==> src/sv/gsc_pkg.sv <==
// ----------------------------------------------------------------------------
// gsc_pkg
// Types, widths and constants shared by the gas sensor calibrator modules.
// ----------------------------------------------------------------------------
`default_nettype none

package gsc_pkg;

  localparam int FRACTION_BITS = 15;

  localparam int FUNC_W   = 2;
  localparam int SAMPLE_W = 14;
  localparam int EFF_W    = 13;
  localparam int SLOPE_W  = 16;
  localparam int REF_W    = 9;
  localparam int DENS_W   = 10;
  localparam int STATUS_W = 2;
  localparam int DMASK_W  = 9;

  localparam int NUM_W   = REF_W + FRACTION_BITS;
  localparam int PROD_W  = SLOPE_W + EFF_W;
  localparam int REM_W   = EFF_W + 1;
  localparam int SUM_W   = PROD_W + 1;
  localparam int CNT_W   = $clog2(NUM_W + 1);
  localparam int KPROD_W = DMASK_W + 8;

  localparam int SAMPLE_NEG_BIT = EFF_W;

  localparam logic [EFF_W-1:0]   MIN_SPAN  = EFF_W'(500);
  localparam logic [DMASK_W-1:0] KNEE      = DMASK_W'(200);
  localparam logic [7:0]         RECIP5    = 8'd205;
  localparam int                 RECIP5_SH = 10;

  typedef enum logic [FUNC_W-1:0] {
    FUNC_MEASURE = 2'd0,
    FUNC_ZERO    = 2'd1,
    FUNC_CAL     = 2'd2,
    FUNC_RESTORE = 2'd3
  } func_t;

  typedef enum logic [STATUS_W-1:0] {
    ST_OK    = 2'd0,
    ST_BELOW = 2'd1,
    ST_SPAN  = 2'd2
  } status_t;

  typedef enum logic {
    ALU_MUL = 1'b0,
    ALU_DIV = 1'b1
  } alu_op_t;

  typedef enum logic [1:0] {
    S_IDLE = 2'd0,
    S_RUN  = 2'd1,
    S_KNEE = 2'd2,
    S_OUT  = 2'd3
  } state_t;

  typedef struct packed {
    logic    start;
    alu_op_t op;
  } alu_ctl_t;

  typedef struct packed {
    logic busy;
    logic done;
  } alu_sts_t;

endpackage

`default_nettype wire

==> src/sv/gas_sensor_offset_slope_calibrator.sv <==
// ----------------------------------------------------------------------------
// gas_sensor_offset_slope_calibrator
// Two-point linear calibration of a gas sensor: measure, zero, span, restore.
// ----------------------------------------------------------------------------
// One item in, one result out. A shared shift-add/subtract unit that retires
// one bit per cycle runs 13 multiply steps for a measure, followed by the
// knee correction, and 24 divide steps for a successful calibrate; zero
// adjust, restore and a failed calibrate do not use it. Each result is held
// while out_stall is high. The input stalls until the result is taken. The
// user must write the reference density through the cfg channel only while
// no item is in flight; the block itself does not enforce it.
`default_nettype none

module gas_sensor_offset_slope_calibrator (
  input  logic                          clk,
  input  logic                          rst_n,
  input  logic                          in_valid,
  output logic                          in_stall,
  input  logic [gsc_pkg::FUNC_W-1:0]    in_func,
  input  logic [gsc_pkg::SAMPLE_W-1:0]  in_adc_sample,
  input  logic [gsc_pkg::SLOPE_W-1:0]   in_restore_slope,
  input  logic [gsc_pkg::EFF_W-1:0]     in_restore_zero,
  output logic                          out_valid,
  input  logic                          out_stall,
  output logic [gsc_pkg::DENS_W-1:0]    out_density,
  output logic [gsc_pkg::STATUS_W-1:0]  out_status,
  output logic [gsc_pkg::SLOPE_W-1:0]   out_slope_now,
  output logic [gsc_pkg::EFF_W-1:0]     out_zero_now,
  input  logic                          cfg_valid,
  output logic                          cfg_ready,
  input  logic [gsc_pkg::REF_W-1:0]     cfg_reference_density
);
  import gsc_pkg::*;

  logic [REF_W-1:0]  ref_r, ref_nxt;
  alu_ctl_t          alu_ctl;
  alu_sts_t          alu_sts;
  logic [SLOPE_W-1:0] alu_opa;
  logic [EFF_W-1:0]  alu_opb;
  logic [NUM_W-1:0]  alu_num;
  logic [PROD_W-1:0] alu_prod;
  logic [NUM_W-1:0]  alu_quot;

  assign cfg_ready = 1'b1;

  always_comb begin
    ref_nxt = ref_r;
    if (cfg_valid && cfg_ready) begin
      ref_nxt = cfg_reference_density;
    end
  end

  always_ff @(posedge clk) begin
    if (!rst_n) begin
      ref_r <= '0;
    end else begin
      ref_r <= ref_nxt;
    end
  end

  gsc_ctrl u_ctrl (
    .clk              (clk),
    .rst_n            (rst_n),
    .in_valid         (in_valid),
    .in_stall         (in_stall),
    .in_func          (in_func),
    .in_adc_sample    (in_adc_sample),
    .in_restore_slope (in_restore_slope),
    .in_restore_zero  (in_restore_zero),
    .out_valid        (out_valid),
    .out_stall        (out_stall),
    .out_density      (out_density),
    .out_status       (out_status),
    .out_slope_now    (out_slope_now),
    .out_zero_now     (out_zero_now),
    .ref_density      (ref_r),
    .alu_ctl          (alu_ctl),
    .alu_opa          (alu_opa),
    .alu_opb          (alu_opb),
    .alu_num          (alu_num),
    .alu_sts          (alu_sts),
    .alu_prod         (alu_prod),
    .alu_quot         (alu_quot)
  );

  gsc_alu u_alu (
    .clk   (clk),
    .rst_n (rst_n),
    .ctl   (alu_ctl),
    .opa   (alu_opa),
    .opb   (alu_opb),
    .num   (alu_num),
    .sts   (alu_sts),
    .prod  (alu_prod),
    .quot  (alu_quot)
  );

endmodule

`default_nettype wire

==> src/sv/gsc_alu.sv <==
// ----------------------------------------------------------------------------
// gsc_alu
// Shared shift-add multiplier and restoring divider, one bit per cycle.
// ----------------------------------------------------------------------------
`default_nettype none

module gsc_alu (
  input  logic                          clk,
  input  logic                          rst_n,
  input  gsc_pkg::alu_ctl_t             ctl,
  input  logic [gsc_pkg::SLOPE_W-1:0]   opa,
  input  logic [gsc_pkg::EFF_W-1:0]     opb,
  input  logic [gsc_pkg::NUM_W-1:0]     num,
  output gsc_pkg::alu_sts_t             sts,
  output logic [gsc_pkg::PROD_W-1:0]    prod,
  output logic [gsc_pkg::NUM_W-1:0]     quot
);
  import gsc_pkg::*;

  alu_op_t             op_r, op_nxt;
  logic [SLOPE_W-1:0]  md_r, md_nxt;
  logic [PROD_W-1:0]   acc_r, acc_nxt;
  logic [NUM_W-1:0]    sh_r, sh_nxt;
  logic [CNT_W-1:0]    cnt_r, cnt_nxt;
  logic                busy_r, busy_nxt;
  logic                done_r, done_nxt;

  logic [REM_W-1:0]    rem_sh;
  logic [SUM_W-1:0]    add_a, add_b, sum;
  logic                cin;

  always_comb begin
    rem_sh = {acc_r[REM_W-2:0], sh_r[NUM_W-1]};
    if (op_r == ALU_MUL) begin
      add_a = {acc_r, 1'b0};
      add_b = sh_r[NUM_W-1] ? SUM_W'(md_r) : '0;
      cin   = 1'b0;
    end else begin
      add_a = SUM_W'(rem_sh);
      add_b = ~SUM_W'(md_r);
      cin   = 1'b1;
    end
    sum = add_a + add_b + {{(SUM_W-1){1'b0}}, cin};
  end

  always_comb begin
    op_nxt   = op_r;
    md_nxt   = md_r;
    acc_nxt  = acc_r;
    sh_nxt   = sh_r;
    cnt_nxt  = cnt_r;
    busy_nxt = busy_r;
    done_nxt = 1'b0;
    if (ctl.start && !busy_r) begin
      op_nxt   = ctl.op;
      acc_nxt  = '0;
      busy_nxt = 1'b1;
      if (ctl.op == ALU_MUL) begin
        md_nxt  = opa;
        sh_nxt  = {opb, {(NUM_W-EFF_W){1'b0}}};
        cnt_nxt = CNT_W'(EFF_W);
      end else begin
        md_nxt  = SLOPE_W'(opb);
        sh_nxt  = num;
        cnt_nxt = CNT_W'(NUM_W);
      end
    end else if (busy_r) begin
      if (op_r == ALU_MUL) begin
        acc_nxt = sum[PROD_W-1:0];
        sh_nxt  = {sh_r[NUM_W-2:0], 1'b0};
      end else begin
        acc_nxt = sum[SUM_W-1] ? PROD_W'(rem_sh) : PROD_W'(sum[REM_W-1:0]);
        sh_nxt  = {sh_r[NUM_W-2:0], ~sum[SUM_W-1]};
      end
      cnt_nxt = cnt_r - CNT_W'(1);
      if (cnt_r == CNT_W'(1)) begin
        busy_nxt = 1'b0;
        done_nxt = 1'b1;
      end
    end
  end

  always_ff @(posedge clk) begin
    if (!rst_n) begin
      busy_r <= 1'b0;
      done_r <= 1'b0;
      cnt_r  <= '0;
      op_r   <= ALU_MUL;
    end else begin
      busy_r <= busy_nxt;
      done_r <= done_nxt;
      cnt_r  <= cnt_nxt;
      op_r   <= op_nxt;
    end
  end

  always_ff @(posedge clk) begin
    md_r  <= md_nxt;
    acc_r <= acc_nxt;
    sh_r  <= sh_nxt;
  end

  assign sts.busy = busy_r;
  assign sts.done = done_r;
  assign prod     = acc_r;
  assign quot     = sh_r;

endmodule

`default_nettype wire

==> src/sv/gsc_ctrl.sv <==
// ----------------------------------------------------------------------------
// gsc_ctrl
// Sequencer: decodes each item, holds offset and slope, drives the ALU.
// ----------------------------------------------------------------------------
`default_nettype none

module gsc_ctrl (
  input  logic                          clk,
  input  logic                          rst_n,
  input  logic                          in_valid,
  output logic                          in_stall,
  input  logic [gsc_pkg::FUNC_W-1:0]    in_func,
  input  logic [gsc_pkg::SAMPLE_W-1:0]  in_adc_sample,
  input  logic [gsc_pkg::SLOPE_W-1:0]   in_restore_slope,
  input  logic [gsc_pkg::EFF_W-1:0]     in_restore_zero,
  output logic                          out_valid,
  input  logic                          out_stall,
  output logic [gsc_pkg::DENS_W-1:0]    out_density,
  output logic [gsc_pkg::STATUS_W-1:0]  out_status,
  output logic [gsc_pkg::SLOPE_W-1:0]   out_slope_now,
  output logic [gsc_pkg::EFF_W-1:0]     out_zero_now,
  input  logic [gsc_pkg::REF_W-1:0]     ref_density,
  output gsc_pkg::alu_ctl_t             alu_ctl,
  output logic [gsc_pkg::SLOPE_W-1:0]   alu_opa,
  output logic [gsc_pkg::EFF_W-1:0]     alu_opb,
  output logic [gsc_pkg::NUM_W-1:0]     alu_num,
  input  gsc_pkg::alu_sts_t             alu_sts,
  input  logic [gsc_pkg::PROD_W-1:0]    alu_prod,
  input  logic [gsc_pkg::NUM_W-1:0]     alu_quot
);
  import gsc_pkg::*;

  state_t              state_r, state_nxt;
  func_t               func_r, func_nxt;
  logic [EFF_W-1:0]    zero_r, zero_nxt;
  logic [SLOPE_W-1:0]  slope_r, slope_nxt;
  logic [DENS_W-1:0]   dens_r, dens_nxt;
  status_t             status_r, status_nxt;
  logic [DMASK_W-1:0]  d_r, d_nxt;

  logic [EFF_W-1:0]    eff;
  logic [EFF_W-1:0]    span;
  logic [DMASK_W-1:0]  knee_x;
  logic [KPROD_W-1:0]  knee_p;
  logic [DENS_W-1:0]   knee_q;

  always_comb begin
    eff    = in_adc_sample[SAMPLE_NEG_BIT] ? '0 : in_adc_sample[EFF_W-1:0];
    span   = eff - zero_r;
    knee_x = d_r - KNEE;
    knee_p = KPROD_W'(knee_x) * KPROD_W'(RECIP5);
    knee_q = DENS_W'(knee_p >> RECIP5_SH);
  end

  always_comb begin
    state_nxt  = state_r;
    func_nxt   = func_r;
    zero_nxt   = zero_r;
    slope_nxt  = slope_r;
    dens_nxt   = dens_r;
    status_nxt = status_r;
    d_nxt      = d_r;
    alu_ctl.start = 1'b0;
    alu_ctl.op    = ALU_MUL;
    alu_opa    = slope_r;
    alu_opb    = (eff > zero_r) ? span : '0;
    alu_num    = {ref_density, 1'b1, {(FRACTION_BITS-1){1'b0}}};
    in_stall   = 1'b1;
    out_valid  = 1'b0;
    case (state_r)
      S_IDLE: begin
        in_stall = 1'b0;
        if (in_valid) begin
          func_nxt   = func_t'(in_func);
          dens_nxt   = '0;
          status_nxt = ST_OK;
          case (func_t'(in_func))
            FUNC_MEASURE: begin
              alu_ctl.start = 1'b1;
              alu_ctl.op    = ALU_MUL;
              state_nxt     = S_RUN;
            end
            FUNC_ZERO: begin
              zero_nxt  = eff;
              state_nxt = S_OUT;
            end
            FUNC_CAL: begin
              alu_opb = span;
              if (eff < zero_r) begin
                status_nxt = ST_BELOW;
                state_nxt  = S_OUT;
              end else if (span < MIN_SPAN) begin
                status_nxt = ST_SPAN;
                state_nxt  = S_OUT;
              end else begin
                alu_ctl.start = 1'b1;
                alu_ctl.op    = ALU_DIV;
                state_nxt     = S_RUN;
              end
            end
            FUNC_RESTORE: begin
              slope_nxt = in_restore_slope;
              zero_nxt  = in_restore_zero;
              state_nxt = S_OUT;
            end
            default: begin
              state_nxt = S_OUT;
            end
          endcase
        end
      end
      S_RUN: begin
        if (alu_sts.done) begin
          if (func_r == FUNC_MEASURE) begin
            d_nxt     = alu_prod[FRACTION_BITS +: DMASK_W];
            state_nxt = S_KNEE;
          end else begin
            slope_nxt = (|alu_quot[NUM_W-1:SLOPE_W]) ? '1 : alu_quot[SLOPE_W-1:0];
            state_nxt = S_OUT;
          end
        end
      end
      S_KNEE: begin
        dens_nxt  = (d_r > KNEE) ? DENS_W'(d_r) + knee_q : DENS_W'(d_r);
        state_nxt = S_OUT;
      end
      S_OUT: begin
        out_valid = 1'b1;
        if (!out_stall) begin
          state_nxt = S_IDLE;
        end
      end
      default: begin
        state_nxt = S_IDLE;
      end
    endcase
  end

  always_ff @(posedge clk) begin
    if (!rst_n) begin
      state_r <= S_IDLE;
      zero_r  <= '0;
      slope_r <= '0;
    end else begin
      state_r <= state_nxt;
      zero_r  <= zero_nxt;
      slope_r <= slope_nxt;
    end
  end

  always_ff @(posedge clk) begin
    func_r   <= func_nxt;
    dens_r   <= dens_nxt;
    status_r <= status_nxt;
    d_r      <= d_nxt;
  end

  assign out_density   = dens_r;
  assign out_status    = status_r;
  assign out_slope_now = slope_r;
  assign out_zero_now  = zero_r;

endmodule

`default_nettype wire

==> config.mk <==
export PLATFORM = sky130hd
export DESIGN_NAME = gas_sensor_offset_slope_calibrator
export DESIGN_NICKNAME = d
export VERILOG_FILES = /design/src/sv/gsc_pkg.sv /design/src/sv/gas_sensor_offset_slope_calibrator.sv /design/src/sv/gsc_alu.sv /design/src/sv/gsc_ctrl.sv
export SDC_FILE = /design/constraint.sdc
export NUM_CORES = 1
export LEC_CHECK = 0
export ABC_AREA = 0
export BUFFER_PORTS_ARGS = -buffer_cell sky130_fd_sc_hd__buf_2
export CAP_MARGIN = 20
export CORE_ASPECT_RATIO = 1.75
export CORE_UTILIZATION = 30
export DETAILED_ROUTE_END_ITERATION = 8
export GPL_ROUTABILITY_DRIVEN = 1
export PLACE_DENSITY = 0.56
export SLEW_MARGIN = 30
export SYNTH_ARGS = -nofsm -noshare
export SYNTH_HDL_FRONTEND = slang
export SYNTH_SLANG_ARGS = --single-unit
==> constraint.sdc <==
create_clock -name clk -period 14.7 [get_ports clk]
set_input_delay 3.675 -clock clk [delete_from_list [all_inputs] [get_ports clk]]
set_output_delay 3.675 -clock clk [all_outputs]
set_load 0.1 [all_outputs]
* Word level (Yosys, flattened, before mapping) *
Index checks and enable logic that the tools add are counted.

operators by class
  multiplexer cells = 50
  reduce and logical (&&, ||, !) cells = 19
  bitwise operators = 5
  $mul = 1
  order comparisons = 4
  add/sub/neg operators = 6
  equality and inequality tests = 12

operators with widths
  cell                    number
  $mux W16                6
  $mux W13                6
  $mux W24                3
  $mux W30                2
  $pmux W16 S2            1
  $add A30 B1 Y30         1
  $add A30 B30 Y30        1
  $not A16 Y30            1
  $mux W29                1
  $pmux W13 S2            1
  $mux W10                2
  $mux W2                 10
  $pmux W10 S2            1
  $mul A9 B8 Y17 const B  1
  $mux W5                 3
  $mux W14                1
  $gt A13 B13 Y1          1
  $lt A13 B13 Y1          1
  $lt A13 B9 Y1 const B   1
  $sub A13 B13 Y13        1
  $add A9 B7 Y10          1
  $mux W1                 10
  $gt A9 B8 Y1 const B    1
  $reduce_and A3 Y1       3
  20 further kinds        37

word-level totals
  word-level logic and storage cells = 114
  register bits = 140
  output and inout port bits = 44

* Depth between registers and ports, before layout *
  word-level depth = 10
  mapped depth = 31

* Modules after synthesis *
Synthesis repeated with hierarchy kept, for this count alone.

second synthesis, totals
  cells, all modules = 1,118
  area total of the unflattened synthesis = 10,114.7 sq um

by module, submodules not included
  module                              area an instance (sq um)  sequential area each (sq um)  instances  cells each
  gsc_ctrl                            5,136.2                   1,311.3                       1          600
  gsc_alu                             4,629.4                   1,941.9                       1          488
  gas_sensor_offset_slope_calibrator  349.1                     180.2                         1          30

* Worst setup path after synthesis *
No wires, ideal clock.

  path kind = input to register
  from = input port in_adc_sample[13] (netlist bit)
  to = register u_alu.sh_r[0], in the netlist u_alu.quot[0] (enable)
  buffers on the path = 2
  data required time = 14.321 ns
  library setup time = 0.379 ns
  data arrival time = 6.608 ns
  setup slack = 7.713 ns
  cell stages on the path = 12
  cells stage by stage = clkbuf_1 > nor2b_1 > fa_1 > a21o_1 > a221oi_2 > nor2_1 > xnor2_1 > nor4_4 > o31a_1 > o31ai_2 > buf_2 > inv_1

on the way
  longest elaborated chain between the ends = 10

RTL lines
  what                              RTL line                                  text
  start: declaration                gas_sensor_offset_slope_calibrator.sv:20  input logic [gsc_pkg::SAMPLE_W-1:0] in_adc_sample,
  $mux W13 (*)                      gsc_ctrl.sv:48                            eff = in_adc_sample[SAMPLE_NEG_BIT] ? '0 : in_adc_sample[EFF_W-1:0];
  $sub A13 B13 Y13                  gsc_ctrl.sv:49                            span = eff - zero_r;
  $lt A13 B9 Y1                     gsc_ctrl.sv:92                            end else if (span < MIN_SPAN) begin
  $mux W2                           gsc_ctrl.sv:92
  $mux W2 (*)                       gsc_ctrl.sv:89                            if (eff < zero_r) begin
  $pmux W2 S2 (*)                   gsc_ctrl.sv:77                            case (func_t'(in_func))
  $mux W2 (*)                       gsc_ctrl.sv:73                            if (in_valid) begin
  $mux W2 (*)                       gsc_ctrl.sv:70                            case (state_r)
  $logic_and A1 B1 Y1 (*)           gsc_alu.sv:54                             if (ctl.start && !busy_r) begin
  $reduce_bool A2 Y1 (no line) (*)  -
  end signal: assignment            gsc_alu.sv:100                            sh_r <= sh_nxt;
  end: declaration                  gsc_alu.sv:23                             logic [NUM_W-1:0] sh_r, sh_nxt;

Every way passes the cells marked *; elsewhere a longest branch is shown, timed or not.
A chain may end at the register's enable or synchronous reset.

* Worst setup path in the final report *
  from = input port in_adc_sample[13] (netlist bit)
  to = register u_alu.sh_r[6], in the netlist u_alu.quot[6] (enable)

Same word-level chain as after synthesis.

==> qor.yml <==
run_status:
  status: "completed"
clocking:
  cts_tree: "built"
  hold_buffers: 0
  root_buffer: "clkbuf_16"
  htree_levels: 4
  insertion_delay_ns: 0.43
  cts_resized: 0
  cts_made_buffers: 17
  clk_path_buf_depth: 2
  clock_sinks: 135
  path_clk_slew_ns: 0.06
  cts_setup_buffers: 0
synthesis:
  synthFlopType: "dfxtp_1"
  yosysSeqAreaShare_pct: 35.87
  synth.net_count: 1138
  yosys_warnings: 0
  synth_area_sq_um: 9291
  synthArstFlopShare_pct: 0
  synth_largest_area_cell: "edfxtp_1"
  synth_area_leaders: "edfxtp_1 20%, dfxtp_1 16%, ha_1 12%, a21oi_1 3.8%, mux2_2 3.8%"
  avgSynthCellArea_sq_um: 9.539
  synth-edff-count: 63
  synth_cell_types: 71
  ys_ff_latch: 135
  postSynthCellCount: 974
  synth_top_area_share_pct: 20.36
layout:
  layout_commonest_cell: "buf_2"
  layout.nets: 1225
  final_cell_mix: "101 x buf_2, 88 x inv_1, 88 x nand2_1, 88 x ha_1, 72 x dfxtp_1"
  layout.cells.non_filler: 1461
  drive_gt1_share_pct: 18.25
  antenna_cells: 0
  area_growth_pct: 16.35
detailed_routing:
  viasPerCell: 5.099
  dr_total_vias: 7450
  drt-total-wl_um: 25280
  firstDrtPassIters: 4
  drt.antenna.violating_nets: 0
  detail_route.wl_per_cell_um: 17.30
  dr.first_iter.drc_count: 252
  drc_errors: 0
global_routing:
  grt_pass1_wl_um: 40570
  antenna_found_initial: 0
  grt.overflow.total: 0
  grt_pass1_vias: 7809
  grt_max_degree: 42
  gr-usage-all-layers_pct: 16.70
power_and_ir_drop:
  leakagePower_uw: 0.004577
  ir_drop_v: 0.0001137
  p_per_area_nw_per_um2: 168.8
sta:
  setup_violations: 0
  max_freq_mhz: 130.3
  max_slew_margin_pct: 41.80
  finClkSkew_ns: 0.008731
  layout_min_cycle_time_ns: 7.674
  hold_viol: 0
  worst_pin_slew_ns: 0.8712
  rsz0062_at_grt: "no"
  period_share_pct: 52.20
  fin_setup_tns_ns: 0
  setup_slack_ns: 7.026
  holdWs_ns: 0.4370
  maxSlewViolCount: 0
floorplanning:
  fp.dieArea_sq_um: 31710
  core_sq_um: 30270
  pin_count: 103
  rows: 84
  start_util_pct: 30.70
  fp.dieH_um: 234.8
  die_w_um: 135.0
critical_path:
  path_max_fanout: 26
  critPathKind: "in2reg"
  r2r-end: "u_ctrl.out_density[8]"
  ff2ff_setup_slack_ns: 7.77
  crit_path_start_kind: "input port"
  r2r_start: "u_ctrl.d_r[3]"
  required_ns: 14.62
  end_kind: "register"
  crit_arrival_ns: 7.60
  worstRegToRegCells: 29
place:
  gp_congestion: 0.9876
  dpl.hpwl_um: 20130
  place_inst: 1429
  place_ws_ns: 6.865
  portBuffers: 101
job:
  drv_cap: 0
min_path:
  min_path_cells: 0
  min_path_type: "reg2reg"
  hold_end: "u_ctrl.d_r[8]"
  worstHoldStart: "u_alu.prod[23]"
[how the worst max path moves through the flow]
| stage | start | to | slack [ns] | cells after the start |
|---|---|---|---|---|
| finish | in_adc_sample[13] | u_alu.quot[6] | 7.03 | 14 |
| global route | in_adc_sample[13] | u_alu.quot[16] | 6.68 | 14 |
| CTS | in_adc_sample[13] | u_alu.quot[16] | 7.34 | 14 |
| detailed placement | in_adc_sample[13] | u_alu.quot[6] | 6.87 | 14 |
| global placement | in_adc_sample[13] | u_alu.quot[6] | 6.93 | 14 |
| floorplan | in_adc_sample[13] | u_alu.quot[0] | 7.71 | 12 |
[layer usage]
metal	part of all wire (%)	vias up	GRT usage (%)	routed length [um]
met5	0	-	0	0
met4	4.1	0	8.512	1044
met3	2.5	52	2.287	641
met2	59	164	34.05	14900
met1	34	3545	15.38	8700
li1	-	3689	-	-
[through the flow]
| stage | area, sq um | util, % | power, uW |
|---|---|---|---|
| floorplan | 9291 | - | 1191 |
| global placement | 10190 | 33.65 | 1382 |
| detailed placement | 10190 | 33.68 | 1387 |
| CTS | 10810 | 35.71 | 1839 |
| global route | 10810 | 35.71 | 1921 |
| finish | 10810 | 35.71 | 1825 |
[report_power, final]
part           total [uW]  switching [uW]  internal (uW)  leakage (uW)
clock                 450             180            270      0.000299
combinational         818             570            248       0.00310
sequential            557            63.6            493       0.00117
total                1820             813           1010       0.00458
[kinds of logic (layout without fill, tap and decap cells)]
logic type / Yosys count / in the layout / share of synthesized area [%]
fa+ha+maj: 105 / 105 / 15.51
flops: 135 / 135 / 35.87
other cells: 1 / 1 / 0.04036
compound gates: 248 / 248 / 19.06
simple gates: 256 / 256 / 13.80
buf+inv: 133 / 233 / 5.602
xor+xnor: 48 / 48 / 4.525
mux: 48 / 48 / 5.588
[synth_stat cells, types with 27 or more instances]
cell type and number:
xnor2_1 31, ha_1 88, nor2_1 54, nand2_1 88, dfxtp_1 72, nor2b_1 34, a21oi_1 70, inv_1 89
edfxtp_1 63, o21ai_0 31, o221ai_1 27, clkbuf_1 30, mux2_2 31
[flip-flops by register name (all words and copies together) (netlist names), 5 cells and up]
name	count
u_alu.cnt_r	5
u_ctrl.out_zero_now	13
u_ctrl.out_density	10
ref_r	9
u_alu.prod	24
u_alu.md_r	16
u_ctrl.d_r	9
u_alu.quot	24
u_ctrl.alu_opa	16
[area by class of cell]
type                       instances  area [sq um]
tap                              387         484.2
fill                            3131         19460
multi-input combinational        706          5463
inverter                          91         341.6
clock buffer                      17         425.4
sequential                       135          3333
clock inverter                    15         190.2
timing repair buffer             110         573.1
[worst max-delay path: stages]
cell	delay [ns]
buf_2	0.23
nand2b_1	0.17
ha_1	0.23
inv_1	0.08
fa_1	0.41
a21o_1	0.22
a221oi_2	0.34
o31ai_1	0.13
xnor2_1	0.25
nand2_1	0.23
o31a_1	0.35
o31ai_4	0.17
buf_4	0.34
clkinv_1	0.75
No activity file was read; power rests on OpenSTA's default activity.
